## src/hdl/incremental_pd_i_position_regulator_defines.svh

```systemverilog
// Assertion macros for the position regulator.
`ifndef INCREMENTAL_PD_I_POSITION_REGULATOR_DEFINES_SVH
`define INCREMENTAL_PD_I_POSITION_REGULATOR_DEFINES_SVH

`ifndef ASSERT_OFF
// Clocked check, masked while reset is asserted
`define IPDR_ASSERT(lbl, prop, msg) \
  lbl: assert property (@(posedge clk_i) disable iff (!rst_ni) prop) else $error(msg);
// Clocked check that also runs while reset is asserted
`define IPDR_ASSERT_RST(lbl, prop, msg) \
  lbl: assert property (@(posedge clk_i) prop) else $error(msg);
`else
`define IPDR_ASSERT(lbl, prop, msg)
`define IPDR_ASSERT_RST(lbl, prop, msg)
`endif

`endif

```

## src/hdl/ipdr_pkg.sv

```systemverilog
// Types, constants and step decode shared by the position regulator.
package ipdr_pkg;

  // Default fixed-point shape
  localparam int FracBitsDef = 16;
  localparam int IncBitsDef  = 16;
  localparam int RstFrac     = 16;

  // Fixed field and state widths
  localparam int IntegW    = 48;
  localparam int ChunkW    = IntegW / 2;
  localparam int DriveW    = 16;
  localparam int MaxDriveW = 15;
  localparam int DriveIntW = 17;
  localparam int CfgIdxW   = 3;

  // Multiply sequence: two chunks for each of six terms
  localparam int StepW    = 4;
  localparam int NumSteps = 12;
  localparam int StepsE   = 4;

  // Register reset values, Q1.16 (max drive in whole drive units)
  localparam int unsigned ErrGainNewRst = 66060;
  localparam int unsigned ErrGainOldRst = 65012;
  localparam int unsigned PoleWeightRst = 17988;
  localparam int unsigned GainNowRst    = 51651;
  localparam int unsigned GainPrevRst   = 48123;
  localparam int unsigned MaxDriveRst   = 1000;

  typedef enum logic [CfgIdxW-1:0] {
    CFG_ERR_GAIN_NEW = 3'd0,
    CFG_ERR_GAIN_OLD = 3'd1,
    CFG_POLE_WEIGHT  = 3'd2,
    CFG_GAIN_NOW     = 3'd3,
    CFG_GAIN_PREV    = 3'd4,
    CFG_MAX_DRIVE    = 3'd5
  } cfg_reg_e;

  // Operand/coefficient pair used by one multiply step
  typedef enum logic [2:0] {
    TERM_D_NEW,
    TERM_D_OLD,
    TERM_U1,
    TERM_U2,
    TERM_E,
    TERM_E1
  } term_e;

  typedef struct packed {
    term_e term;
    logic  hi;
    logic  neg;
  } step_t;

  typedef enum logic [2:0] {
    ST_IDLE,
    ST_MAC_E,
    ST_DRAIN_E,
    ST_SAT_E,
    ST_MAC_U,
    ST_DRAIN_U,
    ST_CLAMP
  } state_e;

  // Rescale a Q1.16 reset constant to another fraction width
  function automatic int unsigned scale_coef(int unsigned base, int frac);
    if (frac >= RstFrac) begin
      return base << (frac - RstFrac);
    end else begin
      return base >> (RstFrac - frac);
    end
  endfunction

  // Step number: bit 0 picks the upper chunk, bit 1 subtracts
  function automatic step_t step_decode(logic [StepW-1:0] stp);
    step_t s;
    s.hi  = stp[0];
    s.neg = stp[1];
    unique case (stp[StepW-1:1])
      3'd0:    s.term = TERM_D_NEW;
      3'd1:    s.term = TERM_D_OLD;
      3'd2:    s.term = TERM_U1;
      3'd3:    s.term = TERM_U2;
      3'd4:    s.term = TERM_E;
      default: s.term = TERM_E1;
    endcase
    return s;
  endfunction

endpackage

```

## src/hdl/incremental_pd_i_position_regulator.sv

```systemverilog
// Incremental PD+I position regulator around one shared multiplier.
// Each input beat (setpoint and measured increment) runs through a fixed
// sequence of 12 multiplies on one signed (FRAC_BITS+3) x 25 multiplier,
// two chunks per term, four for the integral increment and eight for the
// drive, plus saturate and clamp steps. The input stalls from acceptance
// until the sequence is back in idle, so no new beat is taken before the
// last one has passed its clamp step, which waits while the output register
// still holds an unaccepted result. No other multiplier is used. A finished
// result sits in an output register; the next item may start while it
// waits. Configuration writes are always ready and take effect at once.
`include "incremental_pd_i_position_regulator_defines.svh"
module incremental_pd_i_position_regulator
  import ipdr_pkg::*;
#(
  parameter int FRAC_BITS = FracBitsDef,
  parameter int INC_BITS  = IncBitsDef
) (
  input  logic                       clk_i,
  input  logic                       rst_ni,
  // Input channel
  input  logic                       in_valid_i,
  output logic                       in_stall_o,
  input  logic signed [INC_BITS-1:0] setpoint_increment_i,
  input  logic signed [INC_BITS-1:0] measured_increment_i,
  input  logic                       clear_history_i,
  // Output channel
  output logic                       out_valid_o,
  input  logic                       out_stall_i,
  output logic signed [DriveW-1:0]   drive_value_o,
  // Configuration write channel
  input  logic                       cfg_valid_i,
  output logic                       cfg_ready_o,
  input  logic [CfgIdxW-1:0]         cfg_index_i,
  input  logic [((FRAC_BITS + 1 > MaxDriveW) ? FRAC_BITS + 1 : MaxDriveW) - 1:0] cfg_wdata_i
);

  localparam int CoefW = FRAC_BITS + 1;
  localparam int OneAW = FRAC_BITS + 2;
  localparam int MulAW = FRAC_BITS + 3;
  localparam int MulBW = ChunkW + 1;
  localparam int ProdW = MulAW + MulBW;
  localparam int DiffW = INC_BITS + 1;
  localparam int HistW = FRAC_BITS + DriveIntW;
  localparam int AccW  = IntegW + FRAC_BITS + 5;

  localparam logic [CoefW-1:0] ErrGainNewInit = CoefW'(scale_coef(ErrGainNewRst, FRAC_BITS));
  localparam logic [CoefW-1:0] ErrGainOldInit = CoefW'(scale_coef(ErrGainOldRst, FRAC_BITS));
  localparam logic [CoefW-1:0] PoleWeightInit = CoefW'(scale_coef(PoleWeightRst, FRAC_BITS));
  localparam logic [CoefW-1:0] GainNowInit    = CoefW'(scale_coef(GainNowRst, FRAC_BITS));
  localparam logic [CoefW-1:0] GainPrevInit   = CoefW'(scale_coef(GainPrevRst, FRAC_BITS));

  localparam logic signed [AccW-1:0] EMax =
    {{(AccW - IntegW + 1){1'b0}}, {(IntegW - 1){1'b1}}};
  localparam logic signed [AccW-1:0] EMin =
    {{(AccW - IntegW + 1){1'b1}}, {(IntegW - 1){1'b0}}};
  localparam logic [OneAW-1:0] OneQ     = OneAW'(1) << FRAC_BITS;
  localparam logic [HistW-1:0] FracMask = (HistW'(1) << FRAC_BITS) - HistW'(1);

  // Configuration registers
  logic [CoefW-1:0]     err_gain_new_q, err_gain_old_q, pole_weight_q;
  logic [CoefW-1:0]     gain_now_q, gain_prev_q;
  logic [MaxDriveW-1:0] max_drive_q;

  // Sequencer
  state_e           state_q, state_d;
  logic [StepW-1:0] stp_q;
  logic             accept, issue, sat_en, clamp_en, out_free;

  // Working and history registers
  logic signed [INC_BITS-1:0] r_q, y_q, r1_q, y1_q;
  logic signed [IntegW-1:0]   e_q, e1_q;
  logic signed [HistW-1:0]    u1_q, u2_q;
  logic signed [AccW-1:0]     acc_q;
  logic signed [ProdW-1:0]    prod_q;
  logic                       prod_hi_q, prod_neg_q, prod_vld_q;
  logic signed [DriveW-1:0]   drive_q;
  logic                       out_vld_q;

  // Datapath nets
  step_t                     cur;
  logic signed [DiffW-1:0]   d_new, d_old;
  logic signed [IntegW-1:0]  opnd;
  logic [OneAW-1:0]          coef, one_a;
  logic signed [MulAW-1:0]   mul_a;
  logic signed [MulBW-1:0]   mul_b;
  logic signed [ProdW-1:0]   prod;
  logic signed [AccW-1:0]    term_ext, term_sh, acc_sum;
  logic signed [IntegW-1:0]  e_sat;
  logic signed [AccW-1:0]    u_sh, lim, u_clamp;
  logic signed [HistW-1:0]   u_new, u_rnd, u_int;

  assign cfg_ready_o   = 1'b1;
  assign in_stall_o    = (state_q != ST_IDLE);
  assign out_valid_o   = out_vld_q;
  assign drive_value_o = drive_q;

  // Configuration writes; unknown indexes are dropped
  always_ff @(posedge clk_i or negedge rst_ni) begin
    if (!rst_ni) begin
      err_gain_new_q <= ErrGainNewInit;
      err_gain_old_q <= ErrGainOldInit;
      pole_weight_q  <= PoleWeightInit;
      gain_now_q     <= GainNowInit;
      gain_prev_q    <= GainPrevInit;
      max_drive_q    <= MaxDriveW'(MaxDriveRst);
    end else if (cfg_valid_i) begin
      unique case (cfg_reg_e'(cfg_index_i))
        CFG_ERR_GAIN_NEW: err_gain_new_q <= cfg_wdata_i[CoefW-1:0];
        CFG_ERR_GAIN_OLD: err_gain_old_q <= cfg_wdata_i[CoefW-1:0];
        CFG_POLE_WEIGHT:  pole_weight_q  <= cfg_wdata_i[CoefW-1:0];
        CFG_GAIN_NOW:     gain_now_q     <= cfg_wdata_i[CoefW-1:0];
        CFG_GAIN_PREV:    gain_prev_q    <= cfg_wdata_i[CoefW-1:0];
        CFG_MAX_DRIVE:    max_drive_q    <= cfg_wdata_i[MaxDriveW-1:0];
        default: ;
      endcase
    end
  end

  // Hold the sequencer state
  always_ff @(posedge clk_i or negedge rst_ni) begin
    if (!rst_ni) begin
      state_q <= ST_IDLE;
    end else begin
      state_q <= state_d;
    end
  end

  // Next state and step strobes
  always_comb begin
    state_d  = state_q;
    accept   = 1'b0;
    issue    = 1'b0;
    sat_en   = 1'b0;
    clamp_en = 1'b0;
    out_free = !out_vld_q || !out_stall_i;
    unique case (state_q)
      ST_IDLE: begin
        if (in_valid_i) begin
          accept  = 1'b1;
          state_d = ST_MAC_E;
        end
      end
      ST_MAC_E: begin
        issue = 1'b1;
        if (stp_q == StepW'(StepsE - 1)) begin
          state_d = ST_DRAIN_E;
        end
      end
      ST_DRAIN_E: state_d = ST_SAT_E;
      ST_SAT_E: begin
        sat_en  = 1'b1;
        state_d = ST_MAC_U;
      end
      ST_MAC_U: begin
        issue = 1'b1;
        if (stp_q == StepW'(NumSteps - 1)) begin
          state_d = ST_DRAIN_U;
        end
      end
      ST_DRAIN_U: state_d = ST_CLAMP;
      ST_CLAMP: begin
        if (out_free) begin
          clamp_en = 1'b1;
          state_d  = ST_IDLE;
        end
      end
      default: state_d = ST_IDLE;
    endcase
  end

  // Operand and coefficient selection for the current step
  always_comb begin
    cur   = step_decode(stp_q);
    d_new = DiffW'(r_q) - DiffW'(y_q);
    d_old = DiffW'(r1_q) - DiffW'(y1_q);
    one_a = OneAW'(pole_weight_q) + OneQ;
    unique case (cur.term)
      TERM_D_NEW: begin
        opnd = IntegW'(d_new);
        coef = OneAW'(err_gain_new_q);
      end
      TERM_D_OLD: begin
        opnd = IntegW'(d_old);
        coef = OneAW'(err_gain_old_q);
      end
      TERM_U1: begin
        opnd = IntegW'(u1_q);
        coef = one_a;
      end
      TERM_U2: begin
        opnd = IntegW'(u2_q);
        coef = OneAW'(pole_weight_q);
      end
      TERM_E: begin
        opnd = e_q;
        coef = OneAW'(gain_now_q);
      end
      default: begin
        opnd = e1_q;
        coef = OneAW'(gain_prev_q);
      end
    endcase
    mul_a = $signed({1'b0, coef});
    mul_b = cur.hi ? MulBW'($signed(opnd[IntegW-1:ChunkW]))
                   : $signed({1'b0, opnd[ChunkW-1:0]});
    prod  = mul_a * mul_b;
  end

  // Accumulate the registered partial product
  always_comb begin
    term_ext = AccW'(prod_q);
    term_sh  = prod_hi_q ? (term_ext <<< ChunkW) : term_ext;
    acc_sum  = prod_neg_q ? (acc_q - term_sh) : (acc_q + term_sh);
  end

  // Saturate the integral increment, floor and clamp the drive, round it toward zero
  always_comb begin
    if (acc_q > EMax) begin
      e_sat = EMax[IntegW-1:0];
    end else if (acc_q < EMin) begin
      e_sat = EMin[IntegW-1:0];
    end else begin
      e_sat = acc_q[IntegW-1:0];
    end
    u_sh = acc_q >>> FRAC_BITS;
    lim  = AccW'(max_drive_q) << FRAC_BITS;
    if (u_sh > lim) begin
      u_clamp = lim;
    end else if (u_sh < -lim) begin
      u_clamp = -lim;
    end else begin
      u_clamp = u_sh;
    end
    u_new = u_clamp[HistW-1:0];
    u_rnd = u_new + (u_new[HistW-1] ? FracMask : HistW'(0));
    u_int = u_rnd >>> FRAC_BITS;
  end

  // Step counter and product pipeline
  always_ff @(posedge clk_i or negedge rst_ni) begin
    if (!rst_ni) begin
      stp_q      <= '0;
      prod_vld_q <= 1'b0;
    end else begin
      prod_vld_q <= issue;
      if (accept) begin
        stp_q <= '0;
      end else if (issue) begin
        stp_q <= stp_q + StepW'(1);
      end
    end
  end

  // Product register
  always_ff @(posedge clk_i) begin
    if (issue) begin
      prod_q     <= prod;
      prod_hi_q  <= cur.hi;
      prod_neg_q <= cur.neg;
    end
  end

  // Capture the beat, accumulate, saturate
  always_ff @(posedge clk_i) begin
    if (accept) begin
      r_q   <= setpoint_increment_i;
      y_q   <= measured_increment_i;
      acc_q <= clear_history_i ? '0 : AccW'(e1_q);
    end else if (prod_vld_q) begin
      acc_q <= acc_sum;
    end else if (sat_en) begin
      e_q   <= e_sat;
      acc_q <= '0;
    end
  end

  // History: clear on request, shift once the drive is final
  always_ff @(posedge clk_i or negedge rst_ni) begin
    if (!rst_ni) begin
      r1_q <= '0;
      y1_q <= '0;
      e1_q <= '0;
      u1_q <= '0;
      u2_q <= '0;
    end else if (accept && clear_history_i) begin
      r1_q <= '0;
      y1_q <= '0;
      e1_q <= '0;
      u1_q <= '0;
      u2_q <= '0;
    end else if (clamp_en) begin
      r1_q <= r_q;
      y1_q <= y_q;
      e1_q <= e_q;
      u2_q <= u1_q;
      u1_q <= u_new;
    end
  end

  // Output beat register
  always_ff @(posedge clk_i or negedge rst_ni) begin
    if (!rst_ni) begin
      out_vld_q <= 1'b0;
    end else if (clamp_en) begin
      out_vld_q <= 1'b1;
    end else if (!out_stall_i) begin
      out_vld_q <= 1'b0;
    end
  end

  always_ff @(posedge clk_i) begin
    if (clamp_en) begin
      drive_q <= u_int[DriveW-1:0];
    end
  end

  `IPDR_ASSERT(a_out_from_clamp, $rose(out_vld_q) |-> $past(state_q == ST_CLAMP), "result without clamp step")
  `IPDR_ASSERT(a_drive_in_limit, out_vld_q |-> (AccW'(u1_q) <= lim && AccW'(u1_q) >= -lim), "drive beyond limit")
  `IPDR_ASSERT(a_idle_drained, (state_q == ST_IDLE) |-> !prod_vld_q, "product pending while idle")
  `IPDR_ASSERT_RST(a_reset_quiet, !rst_ni |-> (!out_vld_q && !prod_vld_q && !in_stall_o), "activity in reset")

endmodule

```

## config.mk

```make
export PLATFORM = sky130hd
export DESIGN_NAME = incremental_pd_i_position_regulator
export DESIGN_NICKNAME = d
export VERILOG_FILES = /design/src/hdl/ipdr_pkg.sv /design/src/hdl/incremental_pd_i_position_regulator.sv
export VERILOG_INCLUDE_DIRS = /design/src /design/src/hdl
export SDC_FILE = /design/constraint.sdc
export NUM_CORES = 2
export LEC_CHECK = 0
export BUFFER_PORTS_ARGS = -buffer_cell sky130_fd_sc_hd__buf_2
export CORE_MARGIN = 8
export CORE_UTILIZATION = 27
export CTS_CLUSTER_SIZE = 10
export DETAILED_ROUTE_END_ITERATION = 16
export GPL_TIMING_DRIVEN = 1
export PLACE_DENSITY = 0.46
export SLEW_MARGIN = 20
export SYNTH_ARGS = -nofsm -noshare
export SYNTH_HDL_FRONTEND = slang
export SYNTH_SLANG_ARGS = --single-unit
```

## constraint.sdc

```tcl
create_clock -name clk_i -period 15.7 [get_ports clk_i]
set_input_delay 1.57 -clock clk_i [delete_from_list [all_inputs] [get_ports clk_i]]
set_output_delay 1.57 -clock clk_i [all_outputs]
set_load 0.01 [all_outputs]
```

; ---- After elaboration in Yosys (flattened, before gate mapping)
; Index checks and enable logic that the tools add are counted.
[totals]
regBits = 466
latch_bits = 0
ramBits = 0
romBits = 0
wordCells = 124
mem_count = 0
[classes]
add_sub_neg = 8
mul = 1
n_div = 0
magnitude_cmp = 4
eq_ne = 26
shifts = 0
muxes = 39
bitwise = 2
n_reduce_logical = 21
[ops]
columns = op, n
row1 = $mux 69, 5
row2 = $pmux 48 s5, 1
row3 = $mux 33, 6
row4 = $mux 48, 3
row5 = $pmux 18 s5, 1
row6 = $mux 16, 5
row7 = $add 69x68->69, 1
row8 = $gt 69x48->1 const B, 1
row9 = $lt 53x69->1, 1
row10 = $lt 69x48->1 const B, 1
row11 = $neg 31->69, 1
row12 = $sub 69x68->69, 1
row13 = $mux 67, 1
row14 = $gt 53x32->1, 1
row15 = $mul 19x25->44, 1
row16 = $sub 16x16->17, 2
row17 = $add 32x16->32, 1
row18 = $mux 25, 1
row19 = $eq 3x2->1 const B, 8
row20 = $eq 3x3->1 const B, 7
row21 = $pmux 3 s7, 1
row22 = $add 17x17->18 const B, 1
row23 = $pmux 3 s5, 1
row24 = $eq 3x1->1 const B, 4
row25 = 19 further kinds, 45

; ---- Logic depth before layout (Yosys ltp)
[logic_depth]
ltp_word = 6
ltp_mapped = 43
ltp_nobuf = 41

; ---- Worst setup path before layout
; Ideal clock, no wire load.
[synth_path]
path_type = reg2reg
from = reg r_q[0]
to = reg prod_q[39], data pin
setup_time_ns = 0.260
t_arrival_ns = 9.828
t_required_ns = 15.440
path_slack_ns = 5.612
path_stages_with_launch = 43
path_buffers = 3
synth_period_minus_slack_ns = 10.088
cell_sequence = edfxtp_1 inv_1 ha_1 inv_1 fa_1 a21o_1 a21oi_1 o21ai_0 a21oi_1 nor4_1 o21ai_0 a41oi_1 o211ai_1 or2_2 clkbuf_1 clkbuf_1 o221ai_1 o21ai_1 (+7 left out) inv_1 fa_1 inv_1 fa_1 fa_1 inv_1 ha_1 or4_1 a211o_1 a2bb2oi_1 a21o_1 o221a_2 a41o_1 a221o_1 a31oi_1 o21bai_1 a21oi_1 xnor2_1
[synth_via]
elab_chain_cells = 4
[synth_lines]
columns = element, line
row1 = start: declaration, incremental_pd_i_position_regulator.sv:70  ; logic signed [INC_BITS-1:0] r_q, y_q, r1_q, y1_q;
row2 = start signal: assignment, incremental_pd_i_position_regulator.sv:266  ; r_q <= setpoint_increment_i;
row3 = $sub 16x16->17, incremental_pd_i_position_regulator.sv:174  ; d_new = DiffW'(r_q) - DiffW'(y_q);
row4 = $pmux 48 s5, incremental_pd_i_position_regulator.sv:177  ; unique case (cur.term)
row5 = $mux 25, incremental_pd_i_position_regulator.sv:204  ; mul_b = cur.hi ? MulBW'($signed(opnd[IntegW-1:ChunkW]))
row6 = $mul 19x25->44, incremental_pd_i_position_regulator.sv:206  ; prod = mul_a * mul_b;
row7 = named net prod[39], incremental_pd_i_position_regulator.sv:86  ; logic signed [ProdW-1:0] prod;
row8 = end signal: assignment, incremental_pd_i_position_regulator.sv:257  ; prod_q <= prod;
row9 = end: declaration, incremental_pd_i_position_regulator.sv:74  ; logic signed [ProdW-1:0] prod_q;
; The timed path passes the listed nets, and every way through them passes these cells.
; A chain may end at the register's enable or synchronous reset.

; ---- Final worst setup path
[layout_path]
from = reg r_q[0]
to = reg prod_q[43], data pin
; Same word-level chain as after synthesis.

==> out/metrics.cfg <==
[run_status]
status = finished, final reports clean

[timing]
finalHoldViolCount = 0
relSlewSlack_pct = 20.2
drv_slew = 0
hold_slack_ns = 0.454
final.setup_skew_ns = 0.0829
max_slew.worst_pin.slew_ns = 1.18
fin_crit_ns = 11.06
setup_viol = 0
rsz0062_at_grt = no
final.period_utilization_pct = 70.4
fmax_mhz = 90.4
setup_tns_ns = 0

[die]
core-area_um2 = 169000
die_x_um = 428
initial_core_util_pct = 27.1
die_y_um = 428
io_pins = 77
row_count = 151
dieArea_um2 = 183000

[detailed_routing]
ant_nets = 0
drt_wl_total_um = 161000
route.detailed.drc = 0
dr.pass1.iters = 7
wl_per_cell_um = 22.3
drt-initial-drc-count = 2770
vias = 36300
vias_per_cell = 5.04

[synthesis]
yosysUniqueCellTypes = 94
yosysTopAreaCell = fa_1
synth_area_leaders = fa_1 (20%), edfxtp_1 (14%), dfrtp_1 (11%), ha_1 (8.1%), inv_1 (5.7%)
ys_ff_latch = 466
syn-cell-area_um2 = 45900
mappedNetlistNets = 5757
netlist.area_leader.share_pct = 19.6
ys_seq_area_share_pct = 27.9
synth_flop_cell = edfxtp_1
syn-instance-count = 4954
async_reset_ff_share_pct = 54.7
avgSynthCellArea_um2 = 9.26
yosysWarnings = 0
synth-edff-count = 211

[layout]
seqCellArea_um2 = 12800
fillCellCount = 17700
multi_input_area_um2 = 29900
nets = 5754
area_growth_pct = 11.1
drive_gt1_share_pct = 9.46

[run]
cap_violations = 0

[setup_path]
r2r-start = r_q[0]
cpPeakStageDelay_ns = 0.86
reg2reg_to = prod_q[43]
rr_worst_depth = 41
crit_path_start_kind = register
end_kind = register
crit_type = register to register
crit_fanout = 9
worstPathRequired_ns = 16.09
reg2reg_slack_ns = 4.64
slowest_stage = o21bai_1
arrival_ns = 11.45

[cts]
hold_buffers = 0
clk_latency_ns = 0.68
clkTransAtPathRegs_ns = 0.06
cts_num_sinks = 466
htreeDepth = 2
cts_tree = built
root_buffer = clkbuf_16
clock_path_buffers = 3
numCtsBuffers = 57
cts_setup_buffers = 0
cts_resized = 0

[global_route]
grt_pass1_vias = 37000
grt_overflow = 0
grt_max_degree = 160
grt_first_pass_wirelength_um = 244000
grt_usage_pct = 17.1
antenna_found_initial = 4

[worst_hold_path]
hold_start = y_q[0]
hold_depth = 1
holdPathEnd = y1_q[0]
holdCritPathClass = register to register

[placed_design]
gp_congestion = 0.902
portBuffers = 75
hpwl_um = 124000

[cell usage in the layout (no fill, tap or decap), types with 91 or more instances in the layout]
cell type / n
ha_1: 297
buf_4: 91
o21ai_0: 293
xor2_1: 92
nor2_1: 416
nand2_1: 479
a22o_1: 127
fa_1: 448
and2_1: 105
dfrtp_1: 203
inv_1: 692
a21oi_1: 239
mux2_2: 107
xnor2_1: 119
edfxtp_1: 211
[cell usage after synthesis, types with 19 or more instances]
cell      instances
o21ai_0         298
a22oi_1          22
fa_1            448
a22o_1          127
a211oi_1         28
mux2i_1          47
dfrtp_1         207
xnor2_1         119
a31oi_1          27
buf_1            24
nor4_1           22
and2_1          105
clkbuf_1        199
nor3_1           69
ha_1            297
xor2_1           92
o21a_1           46
mux2_2          107
nand3_1          45
a21o_1           54
inv_1           693
or3_1            27
nand4_1          39
nor2b_1          54
nor2_1          419
edfxtp_1        211
o22ai_1          19
and3_1           24
nand2b_1         30
dfstp_2          48
a21oi_1         246
nand2_1         480
[per-layer routing]
| layer | part of all wire, % | vias up | track usage, % |
|---|---|---|---|
| li1 | - | 16700 | - |
| met4 | 2.9 | 2 | 4.61 |
| met2 | 47 | 939 | 28.0 |
| met1 | 46 | 18500 | 23.8 |
| met5 | 0.0081 | - | 0 |
| met3 | 4.6 | 205 | 1.95 |
[kinds of logic after synthesis]
group	count (synthesis)	share of synthesized area, %
xor+xnor	211	4.03
mux	154	3.65
buf+inv	924	7.60
fa+ha+maj	745	27.7
flops	466	27.9
simple gates	1391	14.1
compound gates	1062	15.1
other cells	1	0.00818
[stage by stage]
stage          setup slack, ns  util, %  instances  cell area, um2
6_report                  4.64     30.1       7218           51000
5_1_grt                   3.88     30.1       7217           51000
3_5_place_dp              4.74     29.1       7110           49200
2_1_floorplan             5.61        -       4954           45900
3_3_place_gp              4.76     29.1       7110           49200
4_1_cts                   4.62     30.1       7217           51000
[how the worst max path moves through the flow]
stage,to,cells after the start,startpoint
after floorplan,prod_q[39],42,r_q[0]
after global placement,prod_q[39],40,r_q[0]
after detailed placement,prod_q[43],41,r_q[0]
after CTS,prod_q[43],41,r_q[0]
after global routing,prod_q[39],41,r_q[0]
final,prod_q[43],41,r_q[0]
[critical path: cells and delay by family, from the launching register on]
| kind | cells | cell delay (ns) |
|---|---|---|
| compound gates | 20 | 4.95 |
| fa+ha+maj | 9 | 4.01 |
| buf+inv | 8 | 0.70 |
| simple gates | 3 | 0.63 |
| flops | 1 | 0.35 |
| xor+xnor | 1 | 0.11 |
[flip-flops by register name, indices dropped and copies added (netlist names), 33 cells and up]
| signal | cells |
|---|---|
| acc_q | 69 |
| e1_q | 48 |
| e_q | 48 |
| prod_q | 44 |
| u1_q | 33 |
| u2_q | 33 |
[layout make-up]
cell class | count | area share (%)
diodes | 1 | 0.00491
clock buffers | 97 | 3.21
clock inverters | 10 | 0.358
inverters | 695 | 5.12
multi-input cells | 3564 | 58.7
flip-flops and latches | 466 | 25.1
well taps | 2218 | 5.44
repair buffers | 167 | 2.14
Power is left out: the tool's default activity adds up to more than one toggle a clock period on the data nets, which glitch-free logic cannot reach.
